<file path="config.mk">
export PLATFORM = sky130hd
export DESIGN_NAME = slgr_fifo
export DESIGN_NICKNAME = d
export VERILOG_FILES = /design/src/rtl/slgr_fifo.sv
export SDC_FILE = /design/constraint.sdc
export NUM_CORES = 1
export LEC_CHECK = 0
export BUFFER_PORTS_ARGS = -buffer_cell sky130_fd_sc_hd__buf_4
export CORE_MARGIN = 5
export CORE_UTILIZATION = 40
export CTS_CLUSTER_SIZE = 20
export DETAILED_ROUTE_END_ITERATION = 8
export SLEW_MARGIN = 20
export SYNTH_ARGS = -nofsm -noshare
export SYNTH_HDL_FRONTEND = slang
export SYNTH_SLANG_ARGS = --single-unit
</file>
<file path="constraint.sdc">
create_clock -name clk_i -period 3 [get_ports clk_i]
set_input_delay 0.45 -clock clk_i [delete_from_list [all_inputs] [get_ports clk_i]]
set_output_delay 0.45 -clock clk_i [all_outputs]
set_load 0.05 [all_outputs]
</file>
<file path="src/rtl/slgr_fifo.sv">
`default_nettype none
// ----------------------------------------------------------------------------
// slgr_fifo
// Small register queue with full/empty flags and a free-slot count.
// ----------------------------------------------------------------------------
module slgr_fifo #(
  parameter  int unsigned Width = 8,
  parameter  int unsigned Depth = 4,
  localparam int unsigned PtrW  = (Depth > 1) ? $clog2(Depth) : 1,
  localparam int unsigned CntW  = $clog2(Depth + 1)
) (
  input  wire logic             clk_i,
  input  wire logic             rst_ni,
  input  wire logic             push_i,
  input  wire logic [Width-1:0] wdata_i,
  output logic                  full_o,
  input  wire logic             pop_i,
  output logic      [Width-1:0] rdata_o,
  output logic                  empty_o,
  output logic      [CntW-1:0]  free_o
);

  logic [Width-1:0] mem_q [Depth];
  logic [PtrW-1:0]  wptr_q, wptr_d, rptr_q, rptr_d;
  logic [CntW-1:0]  cnt_q, cnt_d;
  logic             do_push, do_pop;

  assign full_o  = (cnt_q == CntW'(Depth));
  assign empty_o = (cnt_q == '0);
  assign free_o  = CntW'(Depth) - cnt_q;
  assign rdata_o = mem_q[rptr_q];
  assign do_push = push_i && !full_o;
  assign do_pop  = pop_i && !empty_o;

  always_comb begin
    wptr_d = wptr_q;
    rptr_d = rptr_q;
    cnt_d  = cnt_q;
    if (do_push) begin
      wptr_d = (wptr_q == PtrW'(Depth - 1)) ? '0 : wptr_q + PtrW'(1);
    end
    if (do_pop) begin
      rptr_d = (rptr_q == PtrW'(Depth - 1)) ? '0 : rptr_q + PtrW'(1);
    end
    if (do_push && !do_pop) begin
      cnt_d = cnt_q + CntW'(1);
    end else if (do_pop && !do_push) begin
      cnt_d = cnt_q - CntW'(1);
    end
  end

  always_ff @(posedge clk_i or negedge rst_ni) begin
    if (!rst_ni) begin
      wptr_q <= '0;
      rptr_q <= '0;
      cnt_q  <= '0;
    end else begin
      wptr_q <= wptr_d;
      rptr_q <= rptr_d;
      cnt_q  <= cnt_d;
    end
  end

  always_ff @(posedge clk_i) begin
    if (do_push) begin
      mem_q[wptr_q] <= wdata_i;
    end
  end

endmodule
`default_nettype wire

</file>
==> reports/qor.yml <==
status: "complete, no violations"
rows: 23
max_stage_delay_ns: 0.43
fp.dieW_um: 73.9
drt-total-wl_mm: 2.65
synth-edff-count: 32
clock.fmax_ghz: 0.437
multiInputGateArea_um2: 439
slew_viol_final: 0
antenna_found_initial: 0
finalSetupViolCount: 0
yosysMostFrequentCell: "edfxtp_1"
cts_max_level: 2
dp_hpwl_mm: 1.87
syn_avg_cell_area_um2: 18.6
setup.worst_path.start: "cnt_q[0]"
relSlewSlack_pct: 58.6
ys.flop_type: "edfxtp_1"
cts_sinks: 39
synth-seq-cells: 39
drt_first_pass_iters: 4
top_layer_used: "met4"
grt_use_total_pct: 11.0
cp_slowest_cell: "dfrtp_1"
cts-buffers-inserted: 5
io-pin-count: 25
yosys_warnings: 0
core_um2: 3970
worstSetupEndpointType: "flop"
regArea_um2: 1140
routed_via_density: 4.65
globalplace.congestion: 0.750
final_layout_size_suffix_gt1_share_pct: 37.3
cap_violations: 0
fin_skew_ns: 0.00414
finalHoldViolCount: 0
synth.area.top_cells: "edfxtp_1 (59%), mux4_2 (11%), dfrtp_1 (11%)"
timing.rr.start: "cnt_q[0]"
clk_pin_slew_ns: 0.07
synth.distinct_cells: 18
dieArea_um2: 5460
die-height_um: 73.9
syn_area_um2: 1630
wl_met3_um: 137
period_needed_ns: 2.29
final_nets: 139
first_iter_violations: 15
grt_pass1_vias: 859
start_util_pct: 41.1
grt_max_degree: 14
area_growth_pct: 21.1
yosysTopAreaCell: "edfxtp_1"
synthArstFlopShare_pct: 17.9
critical_path_arrival_ns: 2.47
drc: 0
min_path_type: "in -> reg"
wl_met2_mm: 1.44
rsz0062_at_grt: "no"
root_buffer: "clkbuf_8"
synth.top_cell.area_share_pct: 58.9
vias: 781
grt_pass1_wl_mm: 4.07
worstPathRequired_ns: 3.18
synthTopCellsByCount: "edfxtp_1 (32), ha_1 (9), inv_1 (8), mux4_2 (8), dfrtp_1 (7)"
start_kind: "flop"
io_buffers: 24
cp_max_fo: 4
syn_inst: 88
timing.final.crit_share_pct: 76.4
holdCritStartpoint: "wdata_i[1]"
clock_path_buffers: 2
synth_nets: 110
antennaDiodeCount: 0
clock_latency_ns: 0.29
worst_pin_slew_ns: 0.621
overflow: 0
wl_per_cell_um: 15.8
fin_setup_tns_ns: 0
wl_met1_mm: 1.01
critical_path_class: "reg -> reg"
ys_seq_area_share_pct: 69.6
fill_cells: 347
antenna_left: 0
path_cells: "inv_1 -> ha_1 -> ha_1 -> nor2b_1 -> inv_1 -> ha_1 -> inv_1 -> fa_1 -> mux2_2"
cts_tree: "yes"
==> logic make-up (layout without fill, tap and decap cells) <==
family / Yosys count / in the layout / synth area share, %
buffers and inverters: 12 / 42 / 3.52
and+or+nand+nor: 11 / 11 / 3.45
adders and majority gates: 10 / 10 / 8.12
muxes: 11 / 11 / 13.1
xor gates and xnor gates: 3 / 3 / 1.61
DFF: 39 / 39 / 69.6
AOI/OAI and AO/OA: 2 / 2 / 0.613
==> critical path, delay by kind of cell, from the launching register on <==
| kind | cells | cell delay, ns |
|---|---|---|
| fa+ha+maj | 4 | 1.03 |
| flops | 1 | 0.43 |
| mux | 1 | 0.27 |
| simple gates | 1 | 0.24 |
| buf+inv | 3 | 0.21 |
==> per-stage QoR <==
step	cell area, µm²	hold slack, ns	worst slack [ns]	utilization (%)	std cells
6_report	1980	0.355	0.709	49.8	168
5_1_grt	1980	0.333	0.538	49.8	168
4_1_cts	1980	0.343	0.648	49.8	168
3_5_place_dp	1860	0.272	0.708	46.7	159
3_3_place_gp	1860	0.270	0.713	46.7	159
2_1_floorplan	1630	0.154	0.510	-	88
==> placed cells by master (no fill, tap or decap), types with 2 or more instances in the layout <==
cell type / Yosys / layout
and2_1: 4 / 4
buf_4: 1 / 25
clkbuf_8: 0 / 5
dfrtp_1: 7 / 7
edfxtp_1: 32 / 32
ha_1: 9 / 9
inv_1: 8 / 8
mux2_2: 3 / 3
mux4_2: 8 / 8
nand2_1: 2 / 2
nor2_1: 3 / 3
nor2b_1: 2 / 2
o21ai_0: 2 / 2
xnor2_1: 2 / 2
==> flip-flops by register name (all words and copies together), names as in the netlist <==
name,cells
wptr_q,2
rptr_q,2
mem_q,32
cnt_q,3
==> cell type report <==
cell class / count / share of cell area (%)
Clock buffer: 5 / 3.48
Clock inverter: 3 / 2.21
Inverter: 8 / 1.52
Multi-Input combinational cell: 37 / 22.2
Sequential cell: 39 / 57.4
Tap cell: 50 / 3.16
Timing Repair Buffer: 26 / 9.99
==> worst paths after layout <==
| check | depth (start not counted) | endpoint | slack [ns] |
|---|---|---|---|
| min reg2reg | 1 | cnt_q[0] | 0.57 |
| max | 9 | cnt_q[1] | 0.71 |
| max reg2reg | 9 | cnt_q[1] | 0.71 |
| max in group asynchronous | 2 | rptr_q[1] | 2.36 |
| min | 1 | mem_q[0][1] | 0.36 |
| min in group asynchronous | 2 | cnt_q[2] | 0.52 |
==> metal layers <==
metal  global-route usage [%]  up-vias
met5                        0        -
met4                     5.43        0
met3                     5.06        6
met2                     19.0       16
met1                     11.2      382
li1                         -      377
==> what timing repair did <==
action | CTS | global route
buffers inserted | 0 | 0
gates resized for setup | 0 | 0
endpoints found under the hold margin | 7 | 0
hold buffers | 1 | 0
Power is left out: the tool's default activity adds up to more than one toggle a clock period on the data nets, which glitch-free logic cannot reach.
