$ cat src/rtl/slgr_pkg.sv
`default_nettype none
// ----------------------------------------------------------------------------
// slgr_pkg
// Shared types and constants for the static list group reverser.
// ----------------------------------------------------------------------------
package slgr_pkg;

  localparam int unsigned TABLE_DEPTH_DEF = 1024;
  localparam int unsigned MAX_NODES_DEF   = 64;

  localparam int unsigned ADDR_W  = 10;
  localparam int unsigned VALUE_W = 32;
  localparam int unsigned LINK_W  = 11;
  localparam int unsigned GROUP_W = 7;
  localparam int unsigned CNT_W   = 7;

  localparam int unsigned CMD_DEPTH  = 2;
  localparam int unsigned RES_DEPTH  = 4;
  localparam int unsigned RES_FREE_W = $clog2(RES_DEPTH + 1);

  localparam logic [LINK_W-1:0] NULL_LINK = '1;

  typedef enum logic [1:0] {
    CMD_LOAD,
    CMD_RUN,
    CMD_EMPTY
  } cmd_kind_e;

  typedef struct packed {
    cmd_kind_e                  kind;
    logic [ADDR_W-1:0]          addr;
    logic signed [VALUE_W-1:0]  value;
    logic signed [LINK_W-1:0]   succ;
    logic [GROUP_W-1:0]         group;
  } cmd_t;

  typedef struct packed {
    logic [ADDR_W-1:0]          addr;
    logic signed [VALUE_W-1:0]  value;
    logic signed [LINK_W-1:0]   succ;
    logic                       last;
    logic                       empty_res;
    logic                       trunc;
  } res_t;

  typedef enum logic [2:0] {
    ST_IDLE,
    ST_WALK_RD,
    ST_WALK_CHK,
    ST_EMIT,
    ST_FLUSH
  } state_e;

endpackage
`default_nettype wire

$ cat src/rtl/slgr_fifo.sv
`default_nettype none
// ----------------------------------------------------------------------------
// slgr_fifo
// Small register queue with full/empty flags and a free-slot count.
// ----------------------------------------------------------------------------
module slgr_fifo #(
  parameter  int unsigned Width = 8,
  parameter  int unsigned Depth = 4,
  localparam int unsigned PtrW  = (Depth > 1) ? $clog2(Depth) : 1,
  localparam int unsigned CntW  = $clog2(Depth + 1)
) (
  input  wire logic             clk_i,
  input  wire logic             rst_ni,
  input  wire logic             push_i,
  input  wire logic [Width-1:0] wdata_i,
  output logic                  full_o,
  input  wire logic             pop_i,
  output logic      [Width-1:0] rdata_o,
  output logic                  empty_o,
  output logic      [CntW-1:0]  free_o
);

  logic [Width-1:0] mem_q [Depth];
  logic [PtrW-1:0]  wptr_q, wptr_d, rptr_q, rptr_d;
  logic [CntW-1:0]  cnt_q, cnt_d;
  logic             do_push, do_pop;

  assign full_o  = (cnt_q == CntW'(Depth));
  assign empty_o = (cnt_q == '0);
  assign free_o  = CntW'(Depth) - cnt_q;
  assign rdata_o = mem_q[rptr_q];
  assign do_push = push_i && !full_o;
  assign do_pop  = pop_i && !empty_o;

  always_comb begin
    wptr_d = wptr_q;
    rptr_d = rptr_q;
    cnt_d  = cnt_q;
    if (do_push) begin
      wptr_d = (wptr_q == PtrW'(Depth - 1)) ? '0 : wptr_q + PtrW'(1);
    end
    if (do_pop) begin
      rptr_d = (rptr_q == PtrW'(Depth - 1)) ? '0 : rptr_q + PtrW'(1);
    end
    if (do_push && !do_pop) begin
      cnt_d = cnt_q + CntW'(1);
    end else if (do_pop && !do_push) begin
      cnt_d = cnt_q - CntW'(1);
    end
  end

  always_ff @(posedge clk_i or negedge rst_ni) begin
    if (!rst_ni) begin
      wptr_q <= '0;
      rptr_q <= '0;
      cnt_q  <= '0;
    end else begin
      wptr_q <= wptr_d;
      rptr_q <= rptr_d;
      cnt_q  <= cnt_d;
    end
  end

  always_ff @(posedge clk_i) begin
    if (do_push) begin
      mem_q[wptr_q] <= wdata_i;
    end
  end

endmodule
`default_nettype wire

$ cat src/rtl/slgr_front.sv
`default_nettype none
// ----------------------------------------------------------------------------
// slgr_front
// Input side: classifies each word into a command and queues it.
// ----------------------------------------------------------------------------
module slgr_front (
  input  wire logic                                clk_i,
  input  wire logic                                rst_ni,
  input  wire logic                                push,
  output logic                                     full,
  input  wire logic                                kind_i,
  input  wire logic [slgr_pkg::ADDR_W-1:0]         node_address_i,
  input  wire logic                                head_is_null_i,
  input  wire logic signed [slgr_pkg::VALUE_W-1:0] node_value_i,
  input  wire logic signed [slgr_pkg::LINK_W-1:0]  successor_i,
  input  wire logic [slgr_pkg::GROUP_W-1:0]        group_size_i,
  output logic                                     cmd_valid_o,
  output slgr_pkg::cmd_t                           cmd_o,
  input  wire logic                                cmd_pop_i
);
  import slgr_pkg::*;

  cmd_t                          cmd_in;
  logic [$bits(cmd_t)-1:0]       cmd_rd;
  logic                          cmd_empty;
  logic [$clog2(CMD_DEPTH+1)-1:0] cmd_free;

  always_comb begin
    cmd_in.addr  = node_address_i;
    cmd_in.value = node_value_i;
    cmd_in.succ  = successor_i;
    // zero group size behaves as one
    cmd_in.group = (group_size_i == '0) ? GROUP_W'(1) : group_size_i;
    if (!kind_i) begin
      cmd_in.kind = CMD_LOAD;
    end else if (head_is_null_i) begin
      cmd_in.kind = CMD_EMPTY;
    end else begin
      cmd_in.kind = CMD_RUN;
    end
  end

  slgr_fifo #(
    .Width ($bits(cmd_t)),
    .Depth (CMD_DEPTH)
  ) u_cmd_q (
    .clk_i   (clk_i),
    .rst_ni  (rst_ni),
    .push_i  (push),
    .wdata_i (cmd_in),
    .full_o  (full),
    .pop_i   (cmd_pop_i),
    .rdata_o (cmd_rd),
    .empty_o (cmd_empty),
    .free_o  (cmd_free)
  );

  assign cmd_valid_o = !cmd_empty && (cmd_free != '1);
  assign cmd_o       = cmd_t'(cmd_rd);

endmodule
`default_nettype wire

$ cat config.mk
export PLATFORM = sky130hd
export DESIGN_NAME = slgr_front
export DESIGN_NICKNAME = d
export VERILOG_FILES = /design/src/rtl/slgr_pkg.sv /design/src/rtl/slgr_fifo.sv /design/src/rtl/slgr_front.sv
export SDC_FILE = /design/constraint.sdc
export NUM_CORES = 1
export LEC_CHECK = 0
export BUFFER_PORTS_ARGS = -buffer_cell sky130_fd_sc_hd__buf_2
export CORE_MARGIN = 2
export CORE_UTILIZATION = 35
export CTS_CLUSTER_SIZE = 28
export DETAILED_ROUTE_END_ITERATION = 10
export GPL_TIMING_DRIVEN = 0
export HOLD_SLACK_MARGIN = 0.12
export SYNTH_ARGS = -nofsm -noshare
export SYNTH_HDL_FRONTEND = slang
export SYNTH_SLANG_ARGS = --single-unit
$ cat constraint.sdc
create_clock -name clk_i -period 4.36 [get_ports clk_i]
set_input_delay 0.436 -clock clk_i [delete_from_list [all_inputs] [get_ports clk_i]]
set_output_delay 0.436 -clock clk_i [all_outputs]
set_load 0.01 [all_outputs]
==> metrics.yaml, run 1 <==
detailed_routing:
  drt_iter0_drc: 122
  first_pass_iters: 4
  ant_nets: 0
  wl_mm: 8.614
  drcViolationCount: 0
  via_per_inst: 4.335
  wl_per_cell_um: 15.17
  vias: 2462
floorplan:
  core_um2: 13990
  die-height_um: 124.1
  initial_utilization_pct: 36.07
  die_area_um2: 15390
  ios: 130
  num_rows: 43
  die_x_um: 124.1
critical_path:
  worstPathRequired_ps: 4460
  critPathKind: "reg -> reg"
  endpoint_kind: "register"
  rr_startpoint: "u_cmd_q.cnt_q[0]"
  path_max_fanout: 22
  r2r_setup_slack_ps: 2310
  worstRegToRegCells: 5
  timing.rr.end: "u_cmd_q.mem_q[0][44]"
  startpoint_type: "register"
  crit_arrival_ps: 2150
placed_design:
  place_hpwl_mm: 5.832
  port_buffers: 129
  gp_congestion: 0.6785
  place_inst: 536
  pre_cts_ws_ps: 2249
job:
  drv_cap: 0
timing:
  hold_viol: 0
  rsz0062_at_grt: "no"
  fmax_mhz: 488.3
  clock_skew_ps: 5.269
  max_slew_margin_pct: 55.88
  setup_violations: 0
  setup_ws_ps: 2312
  fin_crit_sh_pct: 46.97
  finalMaxSlewViolations: 0
  post-route-min-period_ps: 2048
  worst_slew_pin_slew_ps: 660.2
grt:
  first_global_vias: 2575
  grt_first_pass_wirelength_mm: 12.91
  track_usage_pct: 11.82
  grt_start_max_net_pins: 40
  antenna_found_initial: 0
  overflow: 0
synthesis:
  synth_cells: 224
  synth_fp_nets: 293
  yosysSeqAreaShare_pct: 75.77
  syn_area_um2: 5046
  syn_avg_cell_area_um2: 22.53
  ys_ff_latch: 128
  synth_warnings: 0
  synth_cell_types: 17
cts:
  clock_sinks: 128
  clock_latency_ps: 400
  cts_inserted_buffers: 17
  cts_tree: "yes"
  clock_tree.buffer_depth: 2
  cts-root-buf: "clkbuf_16"
  cts_max_level: 4
  post_cts_buffers: 0
  path_clk_slew_ps: 50
final_layout:
  fill_cells: 1238
  drive_above_1_share_pct: 57.99
  finalNonFillerCells: 568
  num_antenna_cells: 0
  area_growth_pct: 30.08
  nets: 445
pwr:
  powerDensity_nw_per_um2: 704.5
  p_total_mw: 4.624
  ir_drop_uv: 300.1
  p_leak_nw: 2.661
min_path:
  hold_depth: 1
  hp-start: "successor_i[0]"
  holdPathEnd: "u_cmd_q.mem_q[1][7]"
  holdCritPathClass: "in -> reg"
outcome:
  status: "complete, no violations"
[flip-flops by register name (all words and copies together), names as in the netlist]
name / cells
u_cmd_q.cnt_q: 2
u_cmd_q.rptr_q: 1
u_cmd_q.wptr_q: 1
u_cmd_q.mem_q: 124
[cell usage after synthesis]
cell type    n  area [um^2]
a21o_1       1        7.510
and2_1       2        12.51
buf_12       6        120.1
buf_6        1        11.26
clkbuf_1     6        22.52
dfrtp_1      4        100.1
edfxtp_1   124         3724
ha_1         3        37.54
inv_1        3        11.26
mux2_2       3        33.78
mux2_4      59        885.9
nand2b_1     2        12.51
nor2_1       3        11.26
nor2b_1      1        6.260
nor4_1       1        6.260
xnor2_1      4        35.03
xor2_1       1        8.760
[power breakdown]
| group | switching, mW | internal [mW] |
|---|---|---|
| Combinational | 0.714 | 0.818 |
| Clock | 0.456 | 0.882 |
| Sequential | 0.0705 | 1.68 |
[per-stage QoR]
step | hold WS (ps) | util, % | setup TNS (ps) | cell area, um^2
2_1_floorplan | 140.4 | - | 0 | 5046
3_3_place_gp | 244.4 | 42.30 | -82210 | 5917
3_5_place_dp | 247.8 | 42.85 | 0 | 5995
4_1_cts | 192.9 | 46.92 | 0 | 6564
5_1_grt | 190.8 | 46.92 | 0 | 6564
6_report | 218.2 | 46.92 | 0 | 6564
[worst max path at each step]
stage | slack (ps) | cells past startpoint | start | endpoint
floorplan | 410 | 4 | u_cmd_q.cnt_q[0] | u_cmd_q.mem_q[0][0]
global placement | -1330 | 4 | u_cmd_q.cnt_q[0] | u_cmd_q.mem_q[0][42]
detailed placement | 2250 | 5 | u_cmd_q.cnt_q[0] | u_cmd_q.mem_q[0][36]
CTS | 2230 | 5 | u_cmd_q.cnt_q[0] | u_cmd_q.mem_q[0][36]
global route | 2150 | 5 | u_cmd_q.cnt_q[0] | u_cmd_q.mem_q[0][44]
finish | 2310 | 5 | u_cmd_q.cnt_q[0] | u_cmd_q.mem_q[0][44]
[timing repair]
item                                   4_1_cts  5_1_grt
hold buffers                                 1        0
endpoints found under the hold margin        4        0
resized for setup                            0        0
[final cells by class]
cell class / instances / area, um^2 / area share, %
Tap cell: 180 / 225.2 / 3.431
Clock buffer: 21 / 440.4 / 6.710
Clock inverter: 10 / 118.9 / 1.811
Inverter: 3 / 11.26 / 0.1716
Timing Repair Buffer: 133 / 723.2 / 11.02
Multi-Input combinational cell: 80 / 1067 / 16.26
Buffer: 13 / 153.9 / 2.345
Sequential cell: 128 / 3824 / 58.25
[critical path, stage by stage, from the launching register on]
cell and delay, ps:
dfrtp_1 390, inv_1 90, ha_1 210, nand2b_1 230
nor2_4 550, buf_12 270
[routing by layer]
metal  GRT usage, %  up-vias  wire length [um]
li1               -     1170                 -
met1          12.12     1198              3339
met2          19.98       82              4435
met3          6.502       12               726
met4          4.846        0               113
met5              0        -                 0
[cell families after synthesis]
kind of cell | count (synthesis) | synth area share (%)
flip-flops | 128 | 75.77
AND/OR/NAND/NOR | 9 | 0.9671
adder cells (fa/ha/maj) | 3 | 0.7439
multiplexers | 62 | 18.22
AO/OA/AOI/OAI | 1 | 0.1488
buffers and inverters | 16 | 3.273
XOR/XNOR | 5 | 0.8678
[placed cells by master, fill, tap and decap left out, drive strengths merged, types with 3 or more instances in the layout]
cell type / count
inv: 3
ha: 3
clkbuf: 27
mux2: 62
clkinv: 7
nor2: 3
edfxtp: 124
dfrtp: 4
bufinv: 3
xnor2: 4
buf: 139
Note: power is estimated with default switching activity, not from simulation.
==> run 2, diff against run 1 <==
clock period = 2.1 ns   (was 4.36 ns; I/O delays follow)
==> metrics.yaml, run 2 (same netlist as run 1, synthesis figures left out) <==
outcome:
  status: "complete, no violations"
final_layout:
  nets: 509
  finalNonFillerCells: 632
  final_util_pct: 51.35
  fill_cells: 1176
  area_growth_pct: 42.35
  final_cell_area_um2: 7183
  drive_above_1_share_pct: 50.44
  reg.largest.list: "u_cmd_q.mem_q: 124 flops, u_cmd_q.cnt_q: 2 flops"
  layout_common_cells: "129 x buf_2, 124 x edfxtp_1, 65 x dlygate4sd3_1"
  final_common_cell: "buf_2"
  num_antenna_cells: 0
  largest_register_ffs: 124
  max_flop_register: "u_cmd_q.mem_q"
detailed_routing:
  vias: 2717
  wl_mm: 9.124
  drcViolationCount: 0
  ant_nets: 0
  drt_iter0_drc: 126
  wl_per_cell_um: 14.44
  first_pass_iters: 4
  via_per_inst: 4.299
cts:
  clock_sinks: 128
  cts_tree: "yes"
  clock_latency_ps: 400
  cts_max_level: 4
  path_clk_slew_ps: 50
  cts_inserted_buffers: 17
  clock_tree.buffer_depth: 2
  cts-root-buf: "clkbuf_16"
timing:
  worst_slew_pin_slew_ps: 461.5
  setup_ws_ps: 315.3
  max_slew_margin_pct: 69.23
  finalSetupTns_ps: 0
  hold_viol: 0
  holdWs_ps: 142.7
  clock_skew_ps: 5.502
  post-route-min-period_ps: 1785
  fmax_mhz: 560.3
  rsz0062_at_grt: "no"
  fin_crit_sh_pct: 84.99
  finalMaxSlewViolations: 0
  setup_violations: 0
pwr:
  p_total_mw: 9.605
  ir_drop_uv: 776.2
  p_leak_nw: 2.909
  powerDensity_nw_per_um2: 1337
placed_design:
  port_buffers: 129
  place_hpwl_mm: 5.626
  pre_cts_ws_ps: 51.88
  dpl_cell_area_um2: 5987
  gp_congestion: 0.6571
  place_inst: 535
floorplan:
  num_rows: 43
  die-height_um: 124.1
  core_um2: 13990
  die_x_um: 124.1
  initial_utilization_pct: 36.07
  die_area_um2: 15390
  ios: 130
grt:
  antenna_found_initial: 0
  track_usage_pct: 12.58
  overflow: 0
  grt_first_pass_wirelength_mm: 13.92
  grt_start_max_net_pins: 63
  first_global_vias: 2863
critical_path:
  slowest_delay_ps: 330
  endpoint_kind: "output port"
  cp_top_family: "buffers and inverters"
  crit_arrival_ps: 1570
  crit_chain: "buf_6, buf_12, mux2_4, buf_2"
  critPathKind: "reg -> out"
  cp_num_buf_inv: 3
  worstPathRequired_ps: 1890
  cp_slowest_cell: "dfrtp_1"
  path_max_fanout: 10
  startpoint_type: "register"
min_path:
  holdCritPathClass: "in -> reg"
job:
  drv_cap: 0
## run 2: worst reg2reg max path, delay by kind of cell, from the launching register on
kind	cells	cell delay, ps
flops	1	400
buf+inv	2	330
simple gates	2	500
fa+ha+maj	1	160
## run 2: final timing paths
path | startpoint | end | slack (ps) | cells past startpoint
setup / recovery | u_cmd_q.rptr_q | cmd_o[7] | 320 | 4
hold / removal | kind_i | u_cmd_q.mem_q[0][61] | 140 | 2
setup reg to reg | u_cmd_q.cnt_q[0] | u_cmd_q.mem_q[0][47] | 380 | 5
hold reg to reg | u_cmd_q.cnt_q[0] | u_cmd_q.cnt_q[0] | 540 | 1
max in group asynchronous | rst_ni | u_cmd_q.cnt_q[0] | 1220 | 3
min in group asynchronous | rst_ni | u_cmd_q.wptr_q | 710 | 3
## run 2: repair_timing
item,in CTS,in global routing
gates resized for setup,0,1
setup buffers,0,0
hold endpoints to repair,128,0
setup endpoints to repair,0,62
hold buffers,65,0
## run 2: per-layer routing
metal | wire, um | GRT usage [%]
met5 | 0 | 0
met4 | 184 | 6.952
met3 | 541 | 4.121
met2 | 4691 | 21.35
met1 | 3706 | 13.91
## run 2: area by class of cell
class | instances | area (um^2) | share of cell area, %
timing repair buffer | 196 | 1336 | 18.60
buffer | 13 | 153.9 | 2.142
clock buffer | 22 | 444.2 | 6.184
multi-input combinational | 81 | 1096 | 15.26
clock inverter | 9 | 92.59 | 1.289
tap | 180 | 225.2 | 3.135
sequential | 128 | 3824 | 53.23
inverter | 3 | 11.26 | 0.1568
## run 2: where the power goes
group	leakage, nW	internal (mW)	total [mW]	switching, mW
Combinational	1.45	1.77	3.27	1.51
Sequential	1.20	3.50	3.66	0.158
Clock	0.258	1.71	2.67	0.960
Total	2.91	6.98	9.61	2.63
==> run 3, diff against run 2 <==
clock period = 1.7 ns   (was 2.1 ns; I/O delays follow)
==> metrics.yaml, run 3 (same netlist as run 1, synthesis figures left out) <==
outcome:
  status: "finished, violations left"
  violations: "negative setup slack"
floorplan:
  die_area_um2: 15390
  num_rows: 43
  initial_utilization_pct: 36.07
  die_x_um: 124.1
  die-height_um: 124.1
  core_um2: 13990
  ios: 130
placed_design:
  port_buffers: 129
  dpl_cell_area_um2: 5987
  place_hpwl_mm: 5.626
  gp_congestion: 0.6571
  place_inst: 535
timing:
  setup_violations: 59
  finalSetupTns_ps: -481.5
  fmax_mhz: 580.1
  max_slew_margin_pct: 68.19
  hold_viol: 0
  finalMaxSlewViolations: 0
  fin_crit_sh_pct: 101.4
  setup_ws_ps: -23.79
  worst_slew_pin_slew_ps: 477.2
  clock_skew_ps: 8.828
  post-route-min-period_ps: 1724
  rsz0062_at_grt: "yes"
pwr:
  ir_drop_uv: 909.1
  p_leak_nw: 3.035
  powerDensity_nw_per_um2: 1685
final_layout:
  largest_register_ffs: 124
  layout_common_cells: "124 x edfxtp_1, 75 x buf_2, 66 x dlygate4sd3_1"
  max_flop_register: "u_cmd_q.mem_q"
  finalNonFillerCells: 634
  final_common_cell: "edfxtp_1"
  reg.largest.list: "u_cmd_q.mem_q: 124 flops, u_cmd_q.cnt_q: 2 flops"
  area_growth_pct: 49.62
  nets: 511
  drive_above_1_share_pct: 50.66
  num_antenna_cells: 0
  final_util_pct: 53.97
  fill_cells: 1122
  final_cell_area_um2: 7550
grt:
  grt.busiest_layer: "met2"
  grt_start_max_net_pins: 32
  met1_usage_pct: 14.82
  grt_first_pass_wirelength_mm: 14.66
  track_usage_pct: 13.23
  use_met2_pct: 22.64
  gr-usage-met3_pct: 4.029
  first_global_vias: 2975
  overflow: 0
  antenna_found_initial: 0
detailed_routing:
  drt_iter0_drc: 137
  ant_nets: 0
  wl_mm: 9.567
  drcViolationCount: 0
  wl_per_cell_um: 15.09
  via_per_inst: 4.358
  vias: 2763
  first_pass_iters: 4
cts:
  cts_inserted_buffers: 17
  clock_sinks: 128
  cts_tree: "yes"
  clock_latency_ps: 410
  clock_tree.buffer_depth: 2
  cts_max_level: 4
  path_clk_slew_ps: 50
  cts-root-buf: "clkbuf_16"
critical_path:
  startpoint_type: "register"
  crit_arrival_ps: 1550
  rr_startpoint: "u_cmd_q.cnt_q[0]"
  critPathKind: "reg -> out"
  worstPathRequired_ps: 1530
  timing.rr.end: "u_cmd_q.mem_q[1][14]"
  r2r_setup_slack_ps: 10
  path_max_fanout: 10
  crit_end: "cmd_o[37]"
  endpoint_kind: "output port"
  crit_start: "u_cmd_q.rptr_q"
  worstRegToRegCells: 5
min_path:
  holdCritPathClass: "in -> reg"
job:
  drv_cap: 0
## run 3: changes by cell type in the layout (fill, tap and decap cells not counted), sizes merged
cell | previous run | this run
buf | 138 | 139
dlygate4sd3 | 65 | 66
## run 3: critical path: stages, from the launching register on
cell     delay (ps)
dfrtp_1         390
buf_12          160
buf_12          150
mux2_4          290
buf_2           150
## run 3: worst min-delay path by stage
stage,startpoint,end,slack (ps),cells after the start
3_5_place_dp,rst_ni,u_cmd_q.cnt_q[1],-20,1
6_report,node_value_i[7],u_cmd_q.mem_q[1][25],480,2
3_3_place_gp,rst_ni,u_cmd_q.cnt_q[1],-20,1
4_1_cts,node_value_i[14],u_cmd_q.mem_q[0][32],460,2
2_1_floorplan,rst_ni,u_cmd_q.cnt_q[0],-130,0
5_1_grt,node_value_i[12],u_cmd_q.mem_q[0][30],470,2
## run 3: cell type report
type	instances	area, um^2	area share [%]
sequential	128	3824	50.65
clock inverter	9	92.59	1.226
timing repair buffer	198	1692	22.41
inverter	3	13.76	0.1823
clock buffer	22	444.2	5.883
multi-input combinational	81	1096	14.52
tap	180	225.2	2.983
buffer	13	162.7	2.154
## run 3: routing by layer
layer  up-vias  part of all wire (%)
li1       1309                     -
met1      1353                    40
met2        86                    53
met3        15                   5.3
met4         0                   1.9
met5         -                     0
## run 3: power by group
part           internal, mW  total (mW)  leakage, nW  switching, mW
Clock                  2.12        3.32        0.258           1.20
Combinational          2.86        4.88         1.58           2.02
Sequential             4.32        4.52         1.20          0.203
Total                  9.30        12.7         3.03           3.43
## run 3: what timing repair did
item	4_1_cts	5_1_grt
setup endpoints to repair	168	121
cloned	1	0
gates resized for setup	57	2
pin swaps	1	0
buffers inserted	1	0
hold buffers	66	0
hold endpoints to repair	130	0
## run 3: through the flow
step / hold slack, ps / total power [mW] / setup WS (ps)
after global routing: 473.1 / 13.39 / -87.07
after CTS: 456.1 / 12.89 / -66.46
final: 484.8 / 12.72 / -23.79
after global placement: -17.43 / 8.479 / -992.9
after floorplan: -125.6 / 7.321 / -411.6
after detailed placement: -15.11 / 8.593 / -348.1
